--- config.mk ---
export PLATFORM = sky130hd
export DESIGN_NAME = multi_slot_blink_task_timer_flat
export DESIGN_NICKNAME = d
export VERILOG_FILES = /design/src/rtl/msbt_pkg.sv /design/src/rtl/msbt_in_if.sv /design/src/rtl/msbt_out_if.sv /design/src/rtl/multi_slot_blink_task_timer.sv /design/src/rtl/msbt_cell.sv /design/src/rtl/msbt_update.sv /design/src/flat_wrapper.sv
export SDC_FILE = /design/constraint.sdc
export NUM_CORES = 1
export LEC_CHECK = 0
export BUFFER_PORTS_ARGS = -buffer_cell sky130_fd_sc_hd__buf_2
export CAP_MARGIN = 0
export CORE_MARGIN = 5
export CORE_UTILIZATION = 53
export DETAILED_ROUTE_END_ITERATION = 12
export MAX_ROUTING_LAYER = met4
export PLACE_DENSITY = 0.7
export RECOVER_POWER = 100
export REMOVE_ABC_BUFFERS = 1
export SLEW_MARGIN = 40
export SYNTH_ARGS = -nofsm -noshare
export SYNTH_HDL_FRONTEND = slang
export SYNTH_SLANG_ARGS = --single-unit
--- constraint.sdc ---
create_clock -name i_clk -period 12.25 [get_ports i_clk]
set_input_delay 1.225 -clock i_clk [delete_from_list [all_inputs] [get_ports i_clk]]
set_output_delay 1.225 -clock i_clk [all_outputs]
set_load 0.01 [all_outputs]
--- src/rtl/msbt_pkg.sv ---
// ----------------------------------------------------------------------------
// msbt_pkg: shared types and constants for the multi-slot blink/task timer
// Slot record, status codes, event record and walk states.
// ----------------------------------------------------------------------------
`default_nettype none

package msbt_pkg;

    // Table size and event limit per tick
    localparam int SLOTS      = 8;
    localparam int MAX_EVENTS = 8;

    // Field widths
    localparam int OPCODE_W   = 2;
    localparam int SLOT_W     = 3;
    localparam int TIME_W     = 16;
    localparam int REPEAT_W   = 15;
    localparam int RUNS_W     = 16;

    // Counter widths
    localparam int STEP_W     = (SLOTS > 1) ? $clog2(SLOTS) : 1;
    localparam int EVT_CNT_W  = $clog2(MAX_EVENTS + 1);

    // Opcodes
    localparam logic [OPCODE_W-1:0] OP_TICK  = 2'd0;
    localparam logic [OPCODE_W-1:0] OP_START = 2'd1;
    localparam logic [OPCODE_W-1:0] OP_ACK   = 2'd2;

    typedef enum logic [2:0] {
        SS_IDLE    = 3'd0,
        SS_READY   = 3'd1,
        SS_PENDING = 3'd2,
        SS_RUNNING = 3'd3,
        SS_STOPPED = 3'd4
    } t_slot_status;

    typedef struct packed {
        t_slot_status        status;
        logic                flashing;
        logic [TIME_W-1:0]   on_ticks;
        logic [TIME_W-1:0]   off_ticks;
        logic [TIME_W-1:0]   ticks_left;
        logic [RUNS_W-1:0]   runs_left;
        logic                phase;
    } t_slot;

    // Event flags from one slot update
    typedef struct packed {
        logic valid;
        logic run_now;
        logic stopped;
    } t_upd_flags;

    // Event record without the last marker
    typedef struct packed {
        logic [SLOT_W-1:0] slot;
        logic              run_now;
        logic              phase_on;
        logic              stopped;
    } t_event;

    typedef enum logic [1:0] {
        WS_IDLE  = 2'd0,
        WS_WALK  = 2'd1,
        WS_FLUSH = 2'd2
    } t_walk_state;

endpackage

`default_nettype wire

--- src/rtl/msbt_in_if.sv ---
// ----------------------------------------------------------------------------
// msbt_in_if: command channel of the timer
// Valid/ready handshake carrying one command item.
// ----------------------------------------------------------------------------
`default_nettype none

interface msbt_in_if;
    logic                                valid;
    logic                                ready;
    logic [msbt_pkg::OPCODE_W-1:0]       opcode;
    logic [msbt_pkg::SLOT_W-1:0]         slot;
    logic                                mode;
    logic [msbt_pkg::TIME_W-1:0]         on_time;
    logic [msbt_pkg::TIME_W-1:0]         off_time;
    logic [msbt_pkg::REPEAT_W-1:0]       repeat_count;

    modport source (
        output valid, opcode, slot, mode, on_time, off_time, repeat_count,
        input  ready
    );
    modport sink (
        input  valid, opcode, slot, mode, on_time, off_time, repeat_count,
        output ready
    );
endinterface

`default_nettype wire

--- src/rtl/msbt_out_if.sv ---
// ----------------------------------------------------------------------------
// msbt_out_if: event channel of the timer
// Valid/ready handshake carrying one event item.
// ----------------------------------------------------------------------------
`default_nettype none

interface msbt_out_if;
    logic                          valid;
    logic                          ready;
    logic [msbt_pkg::SLOT_W-1:0]   event_slot;
    logic                          run_now;
    logic                          phase_on;
    logic                          stopped;
    logic                          last;

    modport source (
        output valid, event_slot, run_now, phase_on, stopped, last,
        input  ready
    );
    modport sink (
        input  valid, event_slot, run_now, phase_on, stopped, last,
        output ready
    );
endinterface

`default_nettype wire

--- src/rtl/multi_slot_blink_task_timer.sv ---
// ----------------------------------------------------------------------------
// multi_slot_blink_task_timer: table of periodic and flashing timer slots
// Start and acknowledge write one slot; a tick rotates the slot chain once.
// ----------------------------------------------------------------------------
// A start item writes the addressed slot and an acknowledge item runs it if it is
// pending; a tick item is accepted, walks every slot through the update stage and
// releases the final event, and waits while an event waits on a stalled output.
// Events leave in slot order; each waits in a hold stage until the next event
// of its tick or the end of the walk, so the final one can carry last.
// Synchronous reset puts every slot idle with phase off and empties the output.
`default_nettype none

module multi_slot_blink_task_timer (
    input  wire logic    i_clk,
    input  wire logic    i_rst_n,
    msbt_in_if.sink      i_in,
    msbt_out_if.source   o_out
);

    localparam int N = msbt_pkg::SLOTS;

    msbt_pkg::t_slot       cell_rec  [N];
    msbt_pkg::t_slot       cell_load_rec [N];
    logic [N-1:0]          cell_load;
    msbt_pkg::t_slot       start_rec;
    msbt_pkg::t_slot       upd_rec;
    msbt_pkg::t_upd_flags  upd_flags;
    msbt_pkg::t_event      new_evt;

    msbt_pkg::t_walk_state                r_state,     n_state;
    logic [msbt_pkg::STEP_W-1:0]          r_step,      n_step;
    logic [msbt_pkg::EVT_CNT_W-1:0]       r_evt_cnt,   n_evt_cnt;
    logic                                 r_hold_valid, n_hold_valid;
    msbt_pkg::t_event                     r_hold,      n_hold;
    logic                                 r_out_valid, n_out_valid;
    msbt_pkg::t_event                     r_out,       n_out;
    logic                                 r_out_last,  n_out_last;

    logic in_acc;
    logic shift;
    logic emit;
    logic out_free;

    assign i_in.ready = (r_state == msbt_pkg::WS_IDLE);
    assign in_acc     = i_in.valid && i_in.ready;
    assign out_free   = !r_out_valid || o_out.ready;

    // Build the record a start command writes
    always_comb begin
        start_rec            = '0;
        start_rec.status     = msbt_pkg::SS_READY;
        start_rec.flashing   = i_in.mode;
        start_rec.on_ticks   = i_in.on_time;
        start_rec.off_ticks  = i_in.off_time;
        start_rec.runs_left  = msbt_pkg::RUNS_W'(i_in.repeat_count);
    end

    // Slot chain: each cell takes its upper neighbor, the top takes the update
    for (genvar i = 0; i < N; i++) begin : g_cell
        logic sel;
        assign sel = (32'(i_in.slot) == i);

        always_comb begin
            cell_load_rec[i] = start_rec;
            cell_load[i]     = 1'b0;
            if (in_acc && sel) begin
                if (i_in.opcode == msbt_pkg::OP_START) begin
                    cell_load[i] = 1'b1;
                end else if (i_in.opcode == msbt_pkg::OP_ACK &&
                             cell_rec[i].status == msbt_pkg::SS_PENDING) begin
                    cell_load_rec[i]        = cell_rec[i];
                    cell_load_rec[i].status = msbt_pkg::SS_RUNNING;
                    cell_load[i]            = 1'b1;
                end
            end
        end

        if (i == N - 1) begin : g_top
            msbt_cell u_cell (
                .i_clk       (i_clk),
                .i_rst_n     (i_rst_n),
                .i_load      (cell_load[i]),
                .i_load_rec  (cell_load_rec[i]),
                .i_shift     (shift),
                .i_shift_rec (upd_rec),
                .o_rec       (cell_rec[i])
            );
        end else begin : g_mid
            msbt_cell u_cell (
                .i_clk       (i_clk),
                .i_rst_n     (i_rst_n),
                .i_load      (cell_load[i]),
                .i_load_rec  (cell_load_rec[i]),
                .i_shift     (shift),
                .i_shift_rec (cell_rec[i+1]),
                .o_rec       (cell_rec[i])
            );
        end
    end

    // Update the slot at the head of the chain
    msbt_update u_update (
        .i_rec   (cell_rec[0]),
        .o_rec   (upd_rec),
        .o_flags (upd_flags)
    );

    always_comb begin
        new_evt.slot     = msbt_pkg::SLOT_W'(r_step);
        new_evt.run_now  = upd_flags.run_now;
        new_evt.phase_on = upd_rec.phase;
        new_evt.stopped  = upd_flags.stopped;
    end

    assign emit = upd_flags.valid &&
                  (r_evt_cnt < msbt_pkg::EVT_CNT_W'(msbt_pkg::MAX_EVENTS));

    // Walk control, event hold stage and output register
    always_comb begin
        n_state      = r_state;
        n_step       = r_step;
        n_evt_cnt    = r_evt_cnt;
        n_hold_valid = r_hold_valid;
        n_hold       = r_hold;
        n_out_valid  = r_out_valid;
        n_out        = r_out;
        n_out_last   = r_out_last;
        shift        = 1'b0;

        // drop the output item once taken
        if (r_out_valid && o_out.ready) begin
            n_out_valid = 1'b0;
        end

        case (r_state)
            msbt_pkg::WS_IDLE: begin
                if (in_acc && i_in.opcode == msbt_pkg::OP_TICK) begin
                    n_state   = msbt_pkg::WS_WALK;
                    n_step    = '0;
                    n_evt_cnt = '0;
                end
            end
            msbt_pkg::WS_WALK: begin
                // hold the chain while a new event has nowhere to go
                if (!(emit && r_hold_valid && !out_free)) begin
                    shift = 1'b1;
                    if (emit) begin
                        if (r_hold_valid) begin
                            n_out_valid = 1'b1;
                            n_out       = r_hold;
                            n_out_last  = 1'b0;
                        end
                        n_hold_valid = 1'b1;
                        n_hold       = new_evt;
                        n_evt_cnt    = r_evt_cnt + msbt_pkg::EVT_CNT_W'(1);
                    end
                    if (r_step == msbt_pkg::STEP_W'(N - 1)) begin
                        n_state = msbt_pkg::WS_FLUSH;
                    end else begin
                        n_step = r_step + msbt_pkg::STEP_W'(1);
                    end
                end
            end
            msbt_pkg::WS_FLUSH: begin
                // release the final event of this tick with last set
                if (!r_hold_valid) begin
                    n_state = msbt_pkg::WS_IDLE;
                end else if (out_free) begin
                    n_out_valid  = 1'b1;
                    n_out        = r_hold;
                    n_out_last   = 1'b1;
                    n_hold_valid = 1'b0;
                    n_state      = msbt_pkg::WS_IDLE;
                end
            end
            default: begin
                n_state = msbt_pkg::WS_IDLE;
            end
        endcase
    end

    always_ff @(posedge i_clk) begin
        if (!i_rst_n) begin
            r_state      <= msbt_pkg::WS_IDLE;
            r_step       <= '0;
            r_evt_cnt    <= '0;
            r_hold_valid <= 1'b0;
            r_out_valid  <= 1'b0;
        end else begin
            r_state      <= n_state;
            r_step       <= n_step;
            r_evt_cnt    <= n_evt_cnt;
            r_hold_valid <= n_hold_valid;
            r_out_valid  <= n_out_valid;
        end
    end

    // Payload registers
    always_ff @(posedge i_clk) begin
        r_hold     <= n_hold;
        r_out      <= n_out;
        r_out_last <= n_out_last;
    end

    assign o_out.valid      = r_out_valid;
    assign o_out.event_slot = r_out.slot;
    assign o_out.run_now    = r_out.run_now;
    assign o_out.phase_on   = r_out.phase_on;
    assign o_out.stopped    = r_out.stopped;
    assign o_out.last       = r_out_last;

endmodule

`default_nettype wire

--- src/rtl/msbt_cell.sv ---
// ----------------------------------------------------------------------------
// msbt_cell: one timer slot register of the slot chain
// Holds one slot record; loads it directly or takes the neighbor's record.
// ----------------------------------------------------------------------------
`default_nettype none

module msbt_cell (
    input  wire logic             i_clk,
    input  wire logic             i_rst_n,
    input  wire logic             i_load,
    input  wire msbt_pkg::t_slot  i_load_rec,
    input  wire logic             i_shift,
    input  wire msbt_pkg::t_slot  i_shift_rec,
    output msbt_pkg::t_slot       o_rec
);

    msbt_pkg::t_slot r_rec;

    // Clear status and phase on reset; times and counts stay until written
    always_ff @(posedge i_clk) begin
        if (!i_rst_n) begin
            r_rec.status   <= msbt_pkg::SS_IDLE;
            r_rec.flashing <= 1'b0;
            r_rec.phase    <= 1'b0;
        end else if (i_load) begin
            r_rec <= i_load_rec;
        end else if (i_shift) begin
            r_rec <= i_shift_rec;
        end
    end

    assign o_rec = r_rec;

endmodule

`default_nettype wire

--- src/rtl/msbt_update.sv ---
// ----------------------------------------------------------------------------
// msbt_update: tick update of the slot at the head of the chain
// Loads ready slots, counts running slots down and flags due/stop events.
// ----------------------------------------------------------------------------
`default_nettype none

module msbt_update (
    input  wire msbt_pkg::t_slot i_rec,
    output msbt_pkg::t_slot      o_rec,
    output msbt_pkg::t_upd_flags o_flags
);

    logic [msbt_pkg::TIME_W-1:0] ticks_dec;
    logic [msbt_pkg::RUNS_W-1:0] runs_dec;

    assign ticks_dec = i_rec.ticks_left - msbt_pkg::TIME_W'(1);
    assign runs_dec  = i_rec.runs_left - msbt_pkg::RUNS_W'(1);

    always_comb begin
        o_rec   = i_rec;
        o_flags = '0;
        case (i_rec.status)
            // Ready: load the countdown, double the runs when flashing and raise a due event
            msbt_pkg::SS_READY: begin
                o_rec.ticks_left = i_rec.on_ticks;
                if (i_rec.flashing) begin
                    o_rec.runs_left = {i_rec.runs_left[msbt_pkg::RUNS_W-2:0], 1'b0};
                    o_rec.phase     = 1'b1;
                end
                o_rec.status    = msbt_pkg::SS_PENDING;
                o_flags.valid   = 1'b1;
                o_flags.run_now = 1'b1;
            end
            // Running: count down; on expiry reload and consume one repeat unless runs are zero
            msbt_pkg::SS_RUNNING: begin
                o_rec.ticks_left = ticks_dec;
                if (ticks_dec == '0) begin
                    if (!i_rec.flashing) begin
                        o_rec.ticks_left = i_rec.on_ticks;
                    end else if (i_rec.phase) begin
                        o_rec.ticks_left = i_rec.off_ticks;
                        o_rec.phase      = 1'b0;
                    end else begin
                        o_rec.ticks_left = i_rec.on_ticks;
                        o_rec.phase      = 1'b1;
                    end
                    o_flags.valid = 1'b1;
                    if (i_rec.runs_left == '0) begin
                        o_rec.status    = msbt_pkg::SS_PENDING;
                        o_flags.run_now = 1'b1;
                    end else begin
                        o_rec.runs_left = runs_dec;
                        if (runs_dec == '0) begin
                            o_rec.status    = msbt_pkg::SS_STOPPED;
                            o_flags.stopped = 1'b1;
                        end else begin
                            o_rec.status    = msbt_pkg::SS_PENDING;
                            o_flags.run_now = 1'b1;
                        end
                    end
                end
            end
            default: begin
            end
        endcase
    end

endmodule

`default_nettype wire
--- src/flat_wrapper.sv ---
// flat-port wrapper written by rule: the top's interface ports become plain ports
module multi_slot_blink_task_timer_flat 
  (i_clk, i_rst_n, i_in_valid, i_in_opcode, i_in_slot, i_in_mode, i_in_on_time, i_in_off_time, i_in_repeat_count, i_in_ready, o_out_valid, o_out_event_slot, o_out_run_now, o_out_phase_on, o_out_stopped, o_out_last, o_out_ready);
  msbt_in_if i_in_i ();
  msbt_out_if o_out_i ();
  input  wire logic i_clk;
  input  wire logic i_rst_n;
  input wire logic [$bits(i_in_i.valid)-1:0] i_in_valid;
  input wire logic [$bits(i_in_i.opcode)-1:0] i_in_opcode;
  input wire logic [$bits(i_in_i.slot)-1:0] i_in_slot;
  input wire logic [$bits(i_in_i.mode)-1:0] i_in_mode;
  input wire logic [$bits(i_in_i.on_time)-1:0] i_in_on_time;
  input wire logic [$bits(i_in_i.off_time)-1:0] i_in_off_time;
  input wire logic [$bits(i_in_i.repeat_count)-1:0] i_in_repeat_count;
  output wire logic [$bits(i_in_i.ready)-1:0] i_in_ready;
  output wire logic [$bits(o_out_i.valid)-1:0] o_out_valid;
  output wire logic [$bits(o_out_i.event_slot)-1:0] o_out_event_slot;
  output wire logic [$bits(o_out_i.run_now)-1:0] o_out_run_now;
  output wire logic [$bits(o_out_i.phase_on)-1:0] o_out_phase_on;
  output wire logic [$bits(o_out_i.stopped)-1:0] o_out_stopped;
  output wire logic [$bits(o_out_i.last)-1:0] o_out_last;
  input wire logic [$bits(o_out_i.ready)-1:0] o_out_ready;
  assign i_in_i.valid = i_in_valid;
  assign i_in_i.opcode = i_in_opcode;
  assign i_in_i.slot = i_in_slot;
  assign i_in_i.mode = i_in_mode;
  assign i_in_i.on_time = i_in_on_time;
  assign i_in_i.off_time = i_in_off_time;
  assign i_in_i.repeat_count = i_in_repeat_count;
  assign i_in_ready = i_in_i.ready;
  assign o_out_valid = o_out_i.valid;
  assign o_out_event_slot = o_out_i.event_slot;
  assign o_out_run_now = o_out_i.run_now;
  assign o_out_phase_on = o_out_i.phase_on;
  assign o_out_stopped = o_out_i.stopped;
  assign o_out_last = o_out_i.last;
  assign o_out_i.ready = o_out_ready;
  multi_slot_blink_task_timer u_core (.i_clk(i_clk), .i_rst_n(i_rst_n), .i_in(i_in_i), .o_out(o_out_i));
endmodule
==> flow_metrics.tcl <==
set metrics [dict create \
    status "complete, but fails checks" \
    violations "max-capacitance violations, max-slew violations" \
    syn2layout_area_growth_pct 10.3 \
    floorplan.die.height_um 231 \
    port-buffer-count 65 \
    dieArea_um2 53300 \
    cap_viol_max_count 21 \
    hold_viol 0 \
    p_total_mw 5.16 \
    drc 0 \
    drt_iter0_drc 2233 \
    cts_made_buffers 59 \
    placed_cell_area_um2 26900 \
    tightest_slew_ps 3990 \
    coreArea_um2 48500 \
    path_buf_inv 4 \
    max_freq_ghz 0.129 \
    clock-sinks 576 \
    synth-adder-area-share 0.00581 \
    path_cells "inv_1, ha_1, nand3b_1, nand2b_1, clkbuf_1, nor2_1, a21oi_1, nor3_2, clkbuf_1, clkbuf_1" \
    start_util 0.532 \
    hp-start "u_core.r_hold[4]" \
    async_flop_share 0 \
    period_share 0.632 \
    p_int_mw 3.76 \
    stdcell_area_um2 28500 \
    whs_ps 419 \
    synth-compound-area-share 0.146 \
    overflow 0 \
    wl_um 70400 \
    cts_resized 0 \
    max-vdd-ir-drop_uv 107 \
    finalSetupViolCount 0 \
    worst-path-stages 10 \
    antenna_found_initial 0 \
    synth_top_family_by_area "simple AND/OR/NAND/NOR gates" \
    cp-start-kind "flip-flop" \
    synth_flop_cell "edfxtp_1" \
    ctsHoldBuffers 0 \
    yosysSeqAreaShare 0.650 \
    post-route-util 0.587 \
    cpMostUsedCell "clkbuf_1" \
    cp.required_ps 12440 \
    synth_edf_count 525 \
    switching_share 0.272 \
    detailed_place_hpwl_um 41000 \
    drt_pass1_iterations 5 \
    ys.warnings.count 0 \
    synth-xor-area-share 0.00339 \
    fin_nets 2355 \
    p_seq_frac 0.502 \
    cpMaxStageDelayCell "nor2_1" \
    synth.area.top_cells "edfxtp_1 (61%), o21ai_0 (7.4%), nand2_1 (7.1%), dfxtp_1 (4.0%), and2_1 (3.1%)" \
    pwr-share-clk 0.346 \
    fp.dieW_um 231 \
    synth_cell_type_count 86 \
    synth_top_area_share 0.610 \
    pwr-share-comb 0.151 \
    cp-end-kind "flip-flop" \
    post_cts_buffers 0 \
    timing.rr.start "u_core.r_state[0]" \
    path_clk_slew_ps 60 \
    cts_max_path_buffers 3 \
    grt_pass1_wl_um 109000 \
    post-place-ws_ps 8010 \
    synthMuxAreaShare 0.0147 \
    maxSlewViolCount 871 \
    r2r_slack_ps 4510 \
    crit_fanout 35 \
    postLayoutSetupSlackWorst_ps 4510 \
    r2r_cells 10 \
    worstPathArrival_ps 7930 \
    synth_area_leader_cell "edfxtp_1" \
    yosys.area_share.simple 0.151 \
    synth_most_common_cell "edfxtp_1" \
    relSlewSlack -1.66 \
    htree_levels 2 \
    critical-path-top-delay-family "buffers and inverters" \
    drive_above_1_share 0.0885 \
    dp_cells 2847 \
    p_leak_nw 9.92 \
    antenna_left 0 \
    place_congestion 0.932 \
    p_per_area_nw_per_um2 181 \
    p_sw_mw 1.40 \
    rsz0062_at_grt "false" \
    finalClockSkew_ps 19.5 \
    cpPeakStageDelay_ps 1850 \
    synth_area_um2 25800 \
    syn_avg_cell_area_um2 11.3 \
    vias_per_cell 6.37 \
    r2r_end "u_core.g_cell[0].g_mid.u_cell.o_rec[56]" \
    syn_inst 2289 \
    cts_tree "yes" \
    clk_root_buffer_cell "clkbuf_16" \
    rows 81 \
    critPathKind "reg -> reg" \
    grt_start_max_net_pins 68 \
    critPathLaunch "u_core.r_state[0]" \
    tns_ps 0 \
    insertion_delay_ps 620 \
    grt_util_all_layers 0.269 \
    wire_per_inst_um 23.9 \
    post-route-min-period_ps 7740 \
    min_path_type "reg -> reg" \
    cp-endpoint "u_core.g_cell[0].g_mid.u_cell.o_rec[56]" \
    synth_top_cells_by_count "edfxtp_1 (525), nand2_1 (488), o21ai_0 (383)" \
    grt_pass1_vias 18400 \
    ys_ff_latch 576 \
    stdcell_count 2950 \
    vias 18800 \
    ios 66 \
]
worst min-delay path by stage:
stage / end / slack, ps / depth (start not counted)
floorplan: u_core.o_out.event_slot[0] / 400 / 0
global placement: u_core.o_out.event_slot[2] / 410 / 0
detailed placement: u_core.o_out.event_slot[1] / 410 / 0
CTS: u_core.o_out.event_slot[1] / 420 / 0
global route: u_core.o_out.stopped / 430 / 0
finish: u_core.o_out.event_slot[1] / 420 / 0
power groups by stage:
| stage | logic [mW] | clock network, mW | registers [mW] |
|---|---|---|---|
| 2_1_floorplan | 0.481 | 0 | 2.61 |
| 4_1_cts | 0.790 | 1.80 | 2.58 |
| 5_1_grt | 0.852 | 1.88 | 2.61 |
| 3_5_place_dp | 0.782 | 0 | 2.62 |
| 6_report | 0.780 | 1.79 | 2.59 |
| 3_3_place_gp | 0.736 | 0 | 2.61 |
routing by layer:
metal / global-route usage / part of all wire / routed length (µm)
met4: 0.0756 / 0.029 / 2030
met3: 0.0471 / 0.084 / 5940
met5: - / 0 / 0
met2: 0.416 / 0.46 / 32700
met1: 0.372 / 0.42 / 29700
area by class of cell:
type	instances	area, µm²
diodes	1	2.50
clock buffers	74	1550
clock inverters	28	329
fillers	3941	20000
inverters	28	105
multi-input cells	1519	8370
flip-flops and latches	576	16800
well taps	622	778
repair buffers	102	574
placed cells by master (no fill, tap or decap), drive strengths merged, types with 26 or more instances in the layout:
cell	Yosys	final
edfxtp	525	525
inv	26	27
dfxtp	51	51
buf	21	75
nand3	44	44
clkbuf	145	101
o21ai	384	384
and2	126	126
o22ai	26	26
a21oi	51	51
nor2	60	60
nand2	488	488
cell families after synthesis:
family | after synthesis
simple gates | 838
compound gates | 623
flops | 576
buf+inv | 194
mux | 36
fa+ha+maj | 12
xor+xnor | 10
flip-flops by register name (all words and copies together) (netlist names), 2 cells and up:
name and flops:
u_core.r_step 3, u_core.r_evt_cnt 4, u_core.r_hold 6, u_core.g_cell.g_mid.u_cell.o_rec 483, u_core.g_cell.g_top.u_cell.o_rec 69, u_core.r_state 2
u_core.o_out.event_slot 3
Power figures use the tool's default switching activity.
